## config.mk

```make
export PLATFORM = sky130hd
export DESIGN_NAME = fta_ctrl
export DESIGN_NICKNAME = d
export VERILOG_FILES = /design/src/rtl/core/fta_pkg.sv /design/src/rtl/core/fta_ctrl.sv
export SDC_FILE = /design/constraint.sdc
export NUM_CORES = 1
export LEC_CHECK = 0
export ABC_CLOCK_PERIOD_IN_PS = 1100
export BUFFER_PORTS_ARGS = -buffer_cell sky130_fd_sc_hd__buf_2
export CORE_AREA = 2 2 39 41
export CTS_CLUSTER_SIZE = 14
export DETAILED_ROUTE_END_ITERATION = 7
export DIE_AREA = 0 0 41 43
export PLACE_DENSITY = 0.5
export SLEW_MARGIN = 25
export SYNTH_ARGS = -nofsm -noshare
export SYNTH_HDL_FRONTEND = slang
export SYNTH_SLANG_ARGS = --single-unit
export TNS_END_PERCENT = 1
```

## constraint.sdc

```tcl
create_clock -name clk -period 1.1 [get_ports clk]
set_input_delay 0.055 -clock clk [delete_from_list [all_inputs] [get_ports clk]]
set_output_delay 0.055 -clock clk [all_outputs]
set_load 0.01 [all_outputs]
```

## src/rtl/core/fta_pkg.sv

```systemverilog
// ----------------------------------------------------------------------------
// fta_pkg
// Shared types and constants of the temporal frame averager: configuration
// register map, reset values and the controller/datapath interface structs.
// ----------------------------------------------------------------------------
package fta_pkg;

    localparam int CFG_IDX_W   = 1;
    localparam int CFG_DATA_W  = 13;
    localparam int FLEN_CFG_W  = 13;
    localparam int NAVG_CFG_W  = 9;

    localparam logic [CFG_IDX_W-1:0]  REG_FRAME_LENGTH = 1'd0;
    localparam logic [CFG_IDX_W-1:0]  REG_NUM_AVGS     = 1'd1;

    localparam logic [FLEN_CFG_W-1:0] FLEN_RESET = 13'd4096;
    localparam logic [NAVG_CFG_W-1:0] NAVG_RESET = 9'd1;

    typedef struct packed {
        logic capture;
        logic accum;
        logic div_step;
        logic load_out;
    } fta_cmd_t;

    typedef struct packed {
        logic group_last;
        logic div_last;
        logic out_free;
    } fta_status_t;

endpackage

```

## src/rtl/core/fta_ctrl.sv

```systemverilog
// ----------------------------------------------------------------------------
// fta_ctrl
// Sequencer of the temporal frame averager: takes one sample, updates its
// accumulator, runs the divider for output frames and hands off the result.
// ----------------------------------------------------------------------------
module fta_ctrl import fta_pkg::*; (
    input  logic        clk,
    input  logic        rst_n,
    input  logic        item_valid,
    output logic        item_ready,
    output fta_cmd_t    cmd,
    input  fta_status_t status
);

    typedef enum logic [3:0] {
        ST_IDLE   = 4'b0001,
        ST_ACCUM  = 4'b0010,
        ST_DIVIDE = 4'b0100,
        ST_EMIT   = 4'b1000
    } state_t;

    state_t state_reg;
    state_t state_next;

    always_ff @(posedge clk or negedge rst_n)
    begin
        if (!rst_n)
        begin
            state_reg <= ST_IDLE;
        end
        else
        begin
            state_reg <= state_next;
        end
    end

    always_comb
    begin
        state_next   = state_reg;
        cmd          = '0;
        item_ready   = 1'b0;
        unique case (state_reg)
            ST_IDLE:
            begin
                item_ready = 1'b1;
                if (item_valid)
                begin
                    cmd.capture = 1'b1;
                    state_next  = ST_ACCUM;
                end
            end
            ST_ACCUM:
            begin
                cmd.accum = 1'b1;
                state_next = status.group_last ? ST_DIVIDE : ST_IDLE;
            end
            ST_DIVIDE:
            begin
                cmd.div_step = 1'b1;
                if (status.div_last)
                begin
                    state_next = ST_EMIT;
                end
            end
            ST_EMIT:
            begin
                if (status.out_free)
                begin
                    cmd.load_out = 1'b1;
                    state_next   = ST_IDLE;
                end
            end
            default:
            begin
                state_next = ST_IDLE;
            end
        endcase
    end

endmodule

```

==> results.txt, run 1 <==
The part of the cycle the worst path needs came out at 119.8%. The met1 global-route usage is 10.06%. Static timing analysis puts the maximum clock frequency at 758.6 MHz.

The startpoint identified for the worst register-to-register timing path is state_reg[3]. Insertion delay of the later-clocked pin in the worst-skew pair: 240 ps. The worst path in the final design needs a cycle of 1318 ps, including I/O delays and setup. In the final layout, the share of cells above drive strength 1 is 60.00%.

The synthesis-to-finish area growth was 78.24%. The worst hold path was traced through 2 stages. The worst setup path is launched from a flop.

The tools report the count of final setup violators as 6. Setup repair after global routing could not meet its margin everywhere. The run gives 17.45% as the initial cell density of the core.

From left edge to right edge, the die measures 41 um. For this block, the initial DRC count from the detailed router was 0. The peak supply drop was 0.0006645 V. The worst hold endpoint was state_reg[1]. The capture point of the worst reg-to-reg path was state_reg[0].

The max-capacitance violation count was 0; the count of cells along the worst register-to-register path was 3. In this run the power density over the cells is 1769 mW/mm2. Among the stages of the critical path, the cell type that occurs most often is buf_6. The count of buffer and inverter cells on the critical path was 2; the average wire per standard cell was 10.08 um. The clock drives 4 sinks.

The number of buffers created by CTS came out at 3. The number of flip-flops in the largest register works out to 4. Walking the worst path, the cells encountered are buf_6 > nor4b_4 > and2_4 > buf_6. The number of fill cells in the layout is 147. Each instance of the synthesized netlist takes up on average 8.944 um2. The run gives -28.25 ps as the worst setup slack after placement.

No sink is reached through more buffers than the 2 on the longest clock path. The layer flagged by global routing as most heavily used is met2. The number of routed nets with antenna violations was 0; the worst stage delay on the critical path was 400 ps.

For the final database, setup skew stands at 1.669 ps. The tree is rooted in a clkbuf_4. The area enclosed by the die boundary was 0.001763 mm2. TritonCTS built the clock tree. During I/O placement, the number of pins put on the boundary was 11. Using the TritonRoute via totals, the vias-per-cell ratio works out to 4.377.

After the flow finishes, the layout carries non-filler instances totaling 61. Of all nets on the critical path, the largest fanout is 3. The logs give 430.4 um2 for the finished layout cell area and -944.1 ps for the final sum of negative setup slack.

The HPWL after detailed placement is 480.2 um. Entering global routing, the biggest net connects 10 pins. The startpoint identified for the worst hold timing path is item_valid.

The run gives 615 um as the final wirelength. At the worst endpoint, the required time is 1040 ps. For the max-slew violation count, the log shows 0. The post-place instance area was 364.1 um2. The final RePlAce weighted congestion is 0.7002, and the core region area is 0.001384 mm2. Slowest stage cell on the critical path: dfrtp_2.

The top cell family by delay on the critical path was simple AND/OR/NAND/NOR gates. For the via count of the first global-routing pass, the log shows 252. The checks that failed: setup timing. During placement, the flow inserted port buffers numbering 10. The clock slew at the register clock pins of the worst setup and hold paths is 40 ps, and the post-route worst setup slack is -218.2 ps. For the first-pass GRT wire length, the log shows 1069 um. The combined global-route utilization of all metal layers is 9.265%, and the worst-case headroom to the max-slew limit is 84.93%. For the first-pass iteration count of the detailed router, the log shows 1.

The total DRC errors in the routed layout was 0; the sequential element share of the synthesized area was 41.97%. At the worst endpoint, the arrival time is 1260 ps. Global routing finished with a remaining overflow of 0.

At the pin with the least slew margin, the transition time is 225.1 ps. The static leakage was 0.1821 nW; the global routing usage on met2 was 13.44%. The post-layout net count came out at 52. The logs give 241.5 um2 for the mapped cell area and 0 for the final-report hold violation count. In this run the worst hold path is classified as input pin to flop. The number of distinct standard cells referenced by the synthesized netlist is 18, and the post-placement cell count is 56. Count of H-tree levels built during CTS: 1.

The run finished, with violations left. The number of antenna diodes in the final layout is 0. The number of stages on the worst setup path is 4, and the number of cells produced by synthesis is 27. Overall power consumption after layout is estimated at 0.7615 mW. The worst setup path is captured at an output pin. During synthesis, Yosys emitted a total of 0 warnings. The critical path is of the flop to output pin type.

The total of flip-flops plus latches after synthesis works out to 4. Counting every net in the synthesized netlist gives 33. The total number of placement rows is 14. The worst setup slack for register-to-register paths is -60 ps.

The die is 43 um tall. The via count is 267, and the initial antenna violation count is 0. For this run, global-route usage on met3 was measured as 6.283%.
-- placed cells by master, fill, tap and decap left out, types with 2 or more instances in the layout --
cell	count
buf_2	9
clkbuf_4	3
buf_6	3
buf_4	3
nor3_1	2
nand3b_1	2
a211oi_2	2
dfrtp_2	2
-- synth_stat cells --
cell | n | area [um2]
dfrtp_1 | 3 | 75.07
nor3_1 | 3 | 15.01
a211oi_1 | 2 | 15.01
and2_1 | 2 | 12.51
buf_2 | 2 | 10.01
nand3b_1 | 2 | 15.01
nor4b_1 | 2 | 17.52
a21oi_1 | 1 | 5.000
a31oi_1 | 1 | 6.260
dfstp_2 | 1 | 26.28
inv_1 | 1 | 3.750
nand2_1 | 1 | 3.750
nand2b_1 | 1 | 6.260
nand3_1 | 1 | 5.000
nor2_1 | 1 | 3.750
nor3b_1 | 1 | 7.510
o21ai_0 | 1 | 5.000
or3b_1 | 1 | 8.760
-- routing by layer --
layer / vias to the layer above / part of all wire (%)
li1: 135 / -
met1: 126 / 38
met2: 3 / 56
met3: 3 / 4.1
met4: 0 / 2.1
met5: - / 0
-- stage by stage --
step | util, % | hold slack [ps]
CTS | 30.38 | 51.45
detailed placement | 26.31 | -131.8
floorplan | - | -240.6
global route | 31.10 | 75.46
finish | 31.10 | 55.02
global placement | 26.31 | -133.4
-- worst max path at each step --
stage	start	endpoint	slack [ps]
6_report	state_reg[2]	cmd[3]	-220
5_1_grt	state_reg[2]	cmd[3]	-300
4_1_cts	state_reg[2]	cmd[3]	-240
3_5_place_dp	state_reg[2]	state_reg[0]	-30
3_3_place_gp	state_reg[3]	state_reg[0]	-30
2_1_floorplan	state_reg[0]	cmd[3]	-60
-- cells by family (layout without fill, tap and decap cells) --
logic type	Yosys count	in the layout	synth area share, %
buffers and inverters	3	21	5.698
flip-flops	4	4	41.97
AO/OA/AOI/OAI	5	5	12.95
AND/OR/NAND/NOR	15	15	39.37
-- final cells by class --
class                   instances  area [um2]  area share, %
multi-input cells              20       165.2          38.37
inverters                       1       3.754         0.8721
flip-flops and latches          4       103.9          24.13
clock buffers                   4       26.28          6.105
repair buffers                 16       111.4          25.87
well taps                      16       20.02          4.651
-- timing repair --
item | 4_1_cts | 5_1_grt
hold buffers | 1 | 0
pin swaps | 2 | 1
cloned | 0 | 0
endpoints found under the hold margin | 4 | 0
resized for setup | 4 | 2
setup endpoints to repair | 7 | 8
setup buffers | 0 | 0
-- power breakdown --
group | leakage, nW | switching [mW] | internal (mW)
registers | 0.0479 | 0.0234 | 0.188
logic | 0.119 | 0.159 | 0.181
clock network | 0.0150 | 0.0734 | 0.137
total | 0.182 | 0.256 | 0.506
Note: power is estimated with default switching activity, not from simulation.
==> run 2: changes to the inputs <==
--- a/config.mk
+++ b/config.mk
@@ -12,8 +12,9 @@
 export DETAILED_ROUTE_END_ITERATION = 7
 export DIE_AREA = 0 0 41 43
 export PLACE_DENSITY = 0.5
+export SETUP_SLACK_MARGIN = 0.5
 export SLEW_MARGIN = 25
 export SYNTH_ARGS = -nofsm -noshare
 export SYNTH_HDL_FRONTEND = slang
 export SYNTH_SLANG_ARGS = --single-unit
-export TNS_END_PERCENT = 1
+export TNS_END_PERCENT = 50
==> run 2 against run 1 <==
The run still ends with setup timing left. Via count grew 10%. Clock skew grew 0.68 ps. First-iteration DRC count is 8 higher. Combinational power rose by 20%. Non-clock buffer count is 7 higher. Die area unchanged. Clock-buffer cell count unchanged. Sequential cell count did not move. Register-to-register slack got worse by 100 ps. Worst setup slack gained 17 ps. Fmax is 1.3% higher.
==> results.txt, run 2 (synthesis results as in run 1) <==
The first routing iteration left 8 violations. The count of buffers inserted at the top-level ports is 10. Synthesis-to-finish area growth: 111.9%.

STA classifies the critical path endpoint as an output pin. For the worst-skew pair, the clock arrives at the later sink with an insertion delay of 240 ps. Timing would allow up to 768.8 MHz.

The run gives 0.7438 as the final RePlAce weighted congestion. Power spread over the standard cell area amounts to 1612 mW/mm2. Setup repair after global routing could not meet its margin everywhere. During I/O placement, the number of pins put on the boundary was 11. Setup violations remaining at the end of the flow were counted as 8.

In the routed layout, each cell is associated on average with a via count of 4.338. The tools report the root buffer selected by CTS as clkbuf_4. Across the VDD grid, the largest voltage drop is 0.0004531 V. In the layout the commonest cells are 10 x buf_4, 9 x buf_2, 3 x clkbuf_4, 3 x buf_6. After floorplanning, the core was sized to cover 0.001384 mm2. For this design, the slowest cell found on the critical path is dfstp_2. The tightest min-delay check is of the input pin to flop type. The combined global-route utilization of all metal layers is 11.39%. For the count of H-tree levels built during CTS, the log shows 1. Of the cells placed in the final design, the portion with a size suffix greater than 1 is 75.00%. The register with the most flip-flops in the layout has 4 of them. The tools report the final wirelength as 755 um.

The most frequent standard cell in the layout excluding fill and tap cells is buf_4. The average wire per standard cell works out to 11.10 um. The initial antenna violation count was 0. The max-capacitance violation count is 0.

The first-pass iteration count of the detailed router was 4. The power dissipated by switching net loads was 0.2840 mW. For the via count, the log shows 295. The run gives 2 as the maximum clock insertion buffer count. Entering global routing, the biggest net connects 10 pins. The part of the cycle the worst path needs is 118.2%, and the worst stage delay on the critical path is 520 ps. Clock skew on the completed layout was measured at 2.347 ps.

The critical path in this run is classified as flop to output pin. The count of antenna diodes in the layout is 0, and the initial cell density of the core is 17.45%. Headroom to the max-slew limit came out at 84.43%. After clock tree synthesis, the clock-pin slew on the worst setup and hold paths is 40 ps. Type of origin of the critical path: a flop.

For the worst setup path, the data required time is 1040 ps. TritonCTS built the clock tree. Row generation in the floorplan step produced 14 rows.

The biggest fanout along the worst timing path is 3, and the share of power burned in registers is 25.9%. For the number of buffers created by CTS, the log shows 3. For the static leakage, the log shows 0.2231 nW. Internal power comes to 0.5409 mW. Number of routed nets with antenna violations: 0. The tools report the final worst hold slack as 58.52 ps. The first global-routing pass estimated 1283 um of wire.

The count of buffer and inverter cells on the critical path is 1, and the post-route worst setup slack is -200.7 ps. Clock network fraction of design power: 24.7%. The total DRC errors in the routed layout is 0. Walking the worst path, the cells encountered are nor4b_4 > and2_4 > buf_6. Measured along the x axis, the die boundary spans 41 um.

STA puts the critical path data arrival time at 1250 ps. Detailed placement ended at an HPWL of 495 um. Cells fill 36.98% of the core in the end. The run gives 0.8249 mW as the total power of the final layout. The checks that failed: setup timing.

Grouping stages by cell kind, the critical path spends the most delay in flip-flops. The die is 43 um tall. For the max-slew violation count, the log shows 0.

The post-layout net count was 59; the switching power share of the total was 34.43%. The minimum clock period works out to 1301 ps. The run finished, with violations left. The run gives 49.4% as the logic gate share of total power. The logs give 0.001763 mm2 for the area enclosed by the die boundary and 4 for the total clock sinks.

Final-report hold violation count: 0. For the via count of the first global-routing pass, the log shows 308. Global routing finished with a remaining overflow of 0. For the pin with the worst max-slew slack, the measured transition is 232.6 ps.
## run 2: changes by cell type in the layout (fill, tap and decap cells not counted), sizes merged
cell / delta
buf: +7
## run 2: stage by stage
stage / cell area [um2] / std cells / setup slack (ps) / setup TNS (ps)
2_1_floorplan: 275.3 / 27 / -56.73 / -91.87
3_3_place_gp: 359.1 / 55 / -44.16 / -44.16
3_5_place_dp: 359.1 / 55 / -30.50 / -33.62
4_1_cts: 503.0 / 68 / -237.9 / -1122
5_1_grt: 511.7 / 68 / -284.3 / -1518
6_report: 511.7 / 68 / -200.7 / -1022
## run 2: power groups by stage
stage	Combinational, mW	Clock [mW]	Sequential [mW]
6_report	0.407	0.204	0.213
5_1_grt	0.442	0.227	0.216
4_1_cts	0.394	0.217	0.214
3_5_place_dp	0.304	0	0.215
3_3_place_gp	0.306	0	0.215
2_1_floorplan	0.225	0	0.205
## run 2: area by class of cell
cell class	instances	area, um2
inverters	1	6.256
multi-input cells	20	191.4
well taps	16	20.02
flip-flops and latches	4	103.9
repair buffers	23	163.9
fillers	138	872.1
clock buffers	4	26.28
## run 2: path summary, 6_finish.rpt
kind / from / to / slack (ps) / cells past startpoint
worst max-delay path: state_reg[0] / cmd[3] / -200 / 3
worst min-delay path: item_valid / state_reg[1] / 60 / 2
worst max register to register: state_reg[2] / state_reg[2] / -160 / 6
worst min register to register: state_reg[2] / state_reg[1] / 640 / 2
max in group asynchronous: rst_n / state_reg[0] / 750 / 2
min in group asynchronous: rst_n / state_reg[3] / 150 / 2
## run 2: what timing repair did
item / in CTS / in global routing
buffers inserted: 8 / 0
endpoints found under the setup margin: 9 / 9
pin swaps: 6 / 2
gates resized for setup: 10 / 2
hold endpoints to repair: 4 / 0
gates cloned: 0 / 0
hold buffers: 1 / 0
## run 2: metal layers
| layer | up-vias | GRT usage, % | wire, um |
|---|---|---|---|
| li1 | 149 | - | - |
| met1 | 146 | 12.05 | 306 |
| met2 | 0 | 17.19 | 448 |
| met3 | 0 | 1.571 | 0 |
| met4 | 0 | 12.00 | 0 |
| met5 | - | 0 | 0 |
==> run 3: changes to the inputs <==
--- a/config.mk
+++ b/config.mk
@@ -6,12 +6,13 @@
 export NUM_CORES = 1
 export LEC_CHECK = 0
 export ABC_CLOCK_PERIOD_IN_PS = 1100
-export BUFFER_PORTS_ARGS = -buffer_cell sky130_fd_sc_hd__buf_2
+export CAP_MARGIN = 40
 export CORE_AREA = 2 2 39 41
 export CTS_CLUSTER_SIZE = 14
 export DETAILED_ROUTE_END_ITERATION = 7
 export DIE_AREA = 0 0 41 43
-export PLACE_DENSITY = 0.5
+export DONT_BUFFER_PORTS = 1
+export PLACE_DENSITY_LB_ADDON = 0.05
 export SETUP_SLACK_MARGIN = 0.5
 export SLEW_MARGIN = 25
 export SYNTH_ARGS = -nofsm -noshare
==> run 3 against run 2 <==
The flow finishes with violations (hold timing, setup timing). Design area shrank 15%. Fmax shrank 0.95%. Clock-buffer cell count stayed put. Sequential cell count unchanged. Clock skew rose by 0.86 ps. First-iteration DRC count down 100%. Routed wire length fell by 8.1%. Die area stayed put. Global-route usage down 1.2 points. Combinational power shrank 17%. Sequential share of layout area up 3.9 points. Highest routed layer is now met3.
==> results.txt, run 3 (synthesis results as in run 1) <==
The die is 43 um tall. The global routing stage identified its most utilized layer as met2. Total clock sinks: 4. TritonCTS built the clock tree. The pin count of the biggest net entering global routing was 7.

On the critical path the largest part of the delay comes from simple AND/OR/NAND/NOR gates. The internal portion of the total power is 0.5162 mW. The average wire per standard cell works out to 12.18 um. The biggest fanout along the worst timing path came out at 6. The final wirelength was 694 um. The pin slew with the least headroom to its limit came out at 243.5 ps. Fill cells in the final layout number 157. Summed over all layers, the global routing overflow is 0.

The logs give 0 for the max-slew violation count and 31.1% for the share of power burned in registers. The total power of the final layout came out at 0.7741 mW. The met3 track utilization from global routing is 7.853%.

Synthesis-to-finish area growth: 79.79%. For this design the top-level I/O count stands at 11. At the later pin of the worst-skew pair, clock insertion delay measures 240 ps. The kind of end point of the critical path was an output pin. In the final layout, the share of cells above drive strength 1 is 68.29%.

The final reports fail on hold timing, setup timing. In this run the horizontal extent of the chip is 41 um. Input and output buffers added on the ports amount to 0. The cell depth of the worst hold path is 1, and the met1 global-route usage is 12.58%. On the worst path, the slowest cell contributes a delay of 400 ps. The type of origin of the critical path is a flop. The initial cell density of the core is 17.45%.

At the end of routability-driven placement, the weighted congestion stood at 0.6846. The final worst hold slack came out at -33.65 ps. The run gives 10.15% as the combined global-route utilization of all metal layers. The first-pass iteration count of the detailed router is 1. For this run, design rule violations remaining after detail routing come to 0. The critical path class is flop to output pin. At the worst endpoint, the required time is 1040 ps. In the layout the commonest cells are 10 x buf_4, 3 x clkbuf_4, 3 x dfrtp_2.

The run finished, with violations left. In this run the register-to-register setup slack is -10 ps. The register with the most flip-flops in the layout has 4 of them. The worst-case IR drop observed on VDD is 0.0009849 V.

Dividing the detail-routed via count by the number of cells gives 4.526. The startpoint identified for the worst register-to-register timing path is state_reg[2]. The tools report the number of routed nets with antenna violations as 0.

The logs give 57 for the non-filler instance count after layout and 48 for the post-layout net count. For the count of final setup violators, the log shows 6. Final-report hold violation count: 1. The count of cells along the worst register-to-register path is 3. For this design the ratio of total power to cell area is 1783 mW/mm2.

The maximum clock insertion buffer count was 2; the part of the cycle the worst path needs was 119.4%. The worst setup slack after placement came out at 5.889 ps. Clock tree synthesis inserted a total of 3 buffers.

The logs give 0.001763 mm2 for the area enclosed by the die boundary and 43.4% for the logic gate share of total power. The total of hold buffers inserted after clock tree synthesis is 1. Leaving out fill and tap cells, the most frequent cell in the layout is buf_4. The power dissipated by switching net loads is 0.2579 mW. The path class of the tightest hold or removal check is input pin to flop. After layout, the minimum clock period comes to 1313 ps. The repair_antennas step left the layout with diodes totalling 0. The clock tree skew after final layout came out at 3.208 ps. The floorplan has 14 rows.

The via count of the first global-routing pass was 284. The startpoint identified for the worst hold timing path is item_valid. In this run the tightest slew margin relative to its limit is 83.70%. The tools report the capture point of the worst reg-to-reg path as state_reg[0]. The run gives -213.2 ps as the post-route worst setup slack. The data arrival time of the critical path came out at 1260 ps.

The run gives 12.81% as the global routing usage on met2. The core region area was 0.001384 mm2. Once placement completed, the tool counted placed cells totaling 50. Detailed routing inserted a total of 258 vias.

The violation count after the first detailed-routing iteration is 0. The run gives 0 as the initial antenna violation count. The tool flagged a number of max-cap violations equal to 0. In this run the clock root is driven by a clkbuf_4.

The first global-routing pass estimated 1159 um of wire. The clock network fraction of design power came out at 25.6%. Count of H-tree levels built during CTS: 1. Slowest stage cell on the critical path: dfrtp_2. Setup repair after global routing could not meet its margin everywhere.

The run gives 0.1706 nW as the static leakage. Clock-pin slew was measured on the worst setup and hold paths at 40 ps. The count of buffer and inverter cells on the critical path came out at 1. Walking the worst path, the cells encountered are buf_6 > nor4b_4 > and2_4. HPWL reported at the end of detailed placement: 548.2 um.

The path with the worst hold slack has its endpoint at state_reg[1]. The highest achievable clock rate is 761.5 MHz. The switching power share of the total came out at 33.32%.
==> run 3: changes by cell type in the layout (fill, tap and decap cells not counted), sizes merged <==
cell	change
buf	-11
==> run 3: power groups by stage <==
| stage | combinational, mW | sequential [mW] | clock (mW) |
|---|---|---|---|
| after floorplan | 0.225 | 0.205 | 0 |
| after global placement | 0.281 | 0.238 | 0 |
| after detailed placement | 0.280 | 0.239 | 0 |
| after CTS | 0.326 | 0.234 | 0.210 |
| after global routing | 0.368 | 0.245 | 0.235 |
| final | 0.336 | 0.240 | 0.198 |
==> run 3: final cells by class <==
class                      instances  area (um2)  share of cell area [%]
inverter                           1       3.754                  0.8646
clock buffer                       4       26.28                   6.052
sequential                         4       105.1                   24.21
tap                               16       20.02                   4.611
multi-input combinational         20       182.7                   42.07
timing repair buffer              12       96.34                   22.19
==> run 3: worst max-delay path by stage <==
| stage | startpoint | to | slack (ps) | cells after the start |
|---|---|---|---|---|
| 2_1_floorplan | state_reg[0] | cmd[3] | -60 | 3 |
| 3_3_place_gp | state_reg[2] | state_reg[3] | 20 | 2 |
| 3_5_place_dp | state_reg[3] | cmd[3] | 6 | 3 |
| 4_1_cts | state_reg[2] | cmd[3] | -230 | 3 |
| 5_1_grt | state_reg[2] | cmd[3] | -290 | 3 |
| 6_report | state_reg[2] | cmd[3] | -210 | 3 |
==> run 3: through the flow <==
stage	hold slack (ps)	setup TNS, ps	utilization (%)	area (um2)
2_1_floorplan	-240.6	-91.87	-	275.3
3_3_place_gp	-240.5	0	25.05	346.6
3_5_place_dp	-240.5	0	25.05	346.6
4_1_cts	-41.90	-1021	29.48	407.9
5_1_grt	-49.76	-1382	31.37	434.2
6_report	-33.65	-837.6	31.37	434.2
==> run 3: routing by layer <==
layer | routed length [um] | up-vias
met5 | 0 | -
met4 | 0 | 0
met2 | 319 | 13
li1 | - | 126
met3 | 69 | 0
met1 | 305 | 119
==> run 3: repair_timing <==
action                     in CTS  in global routing
buffers inserted                2                  0
gates cloned                    0                  0
pin swaps                       4                  2
resized for setup               3                  5
hold endpoints to repair        6                  2
setup endpoints to repair       9                  9
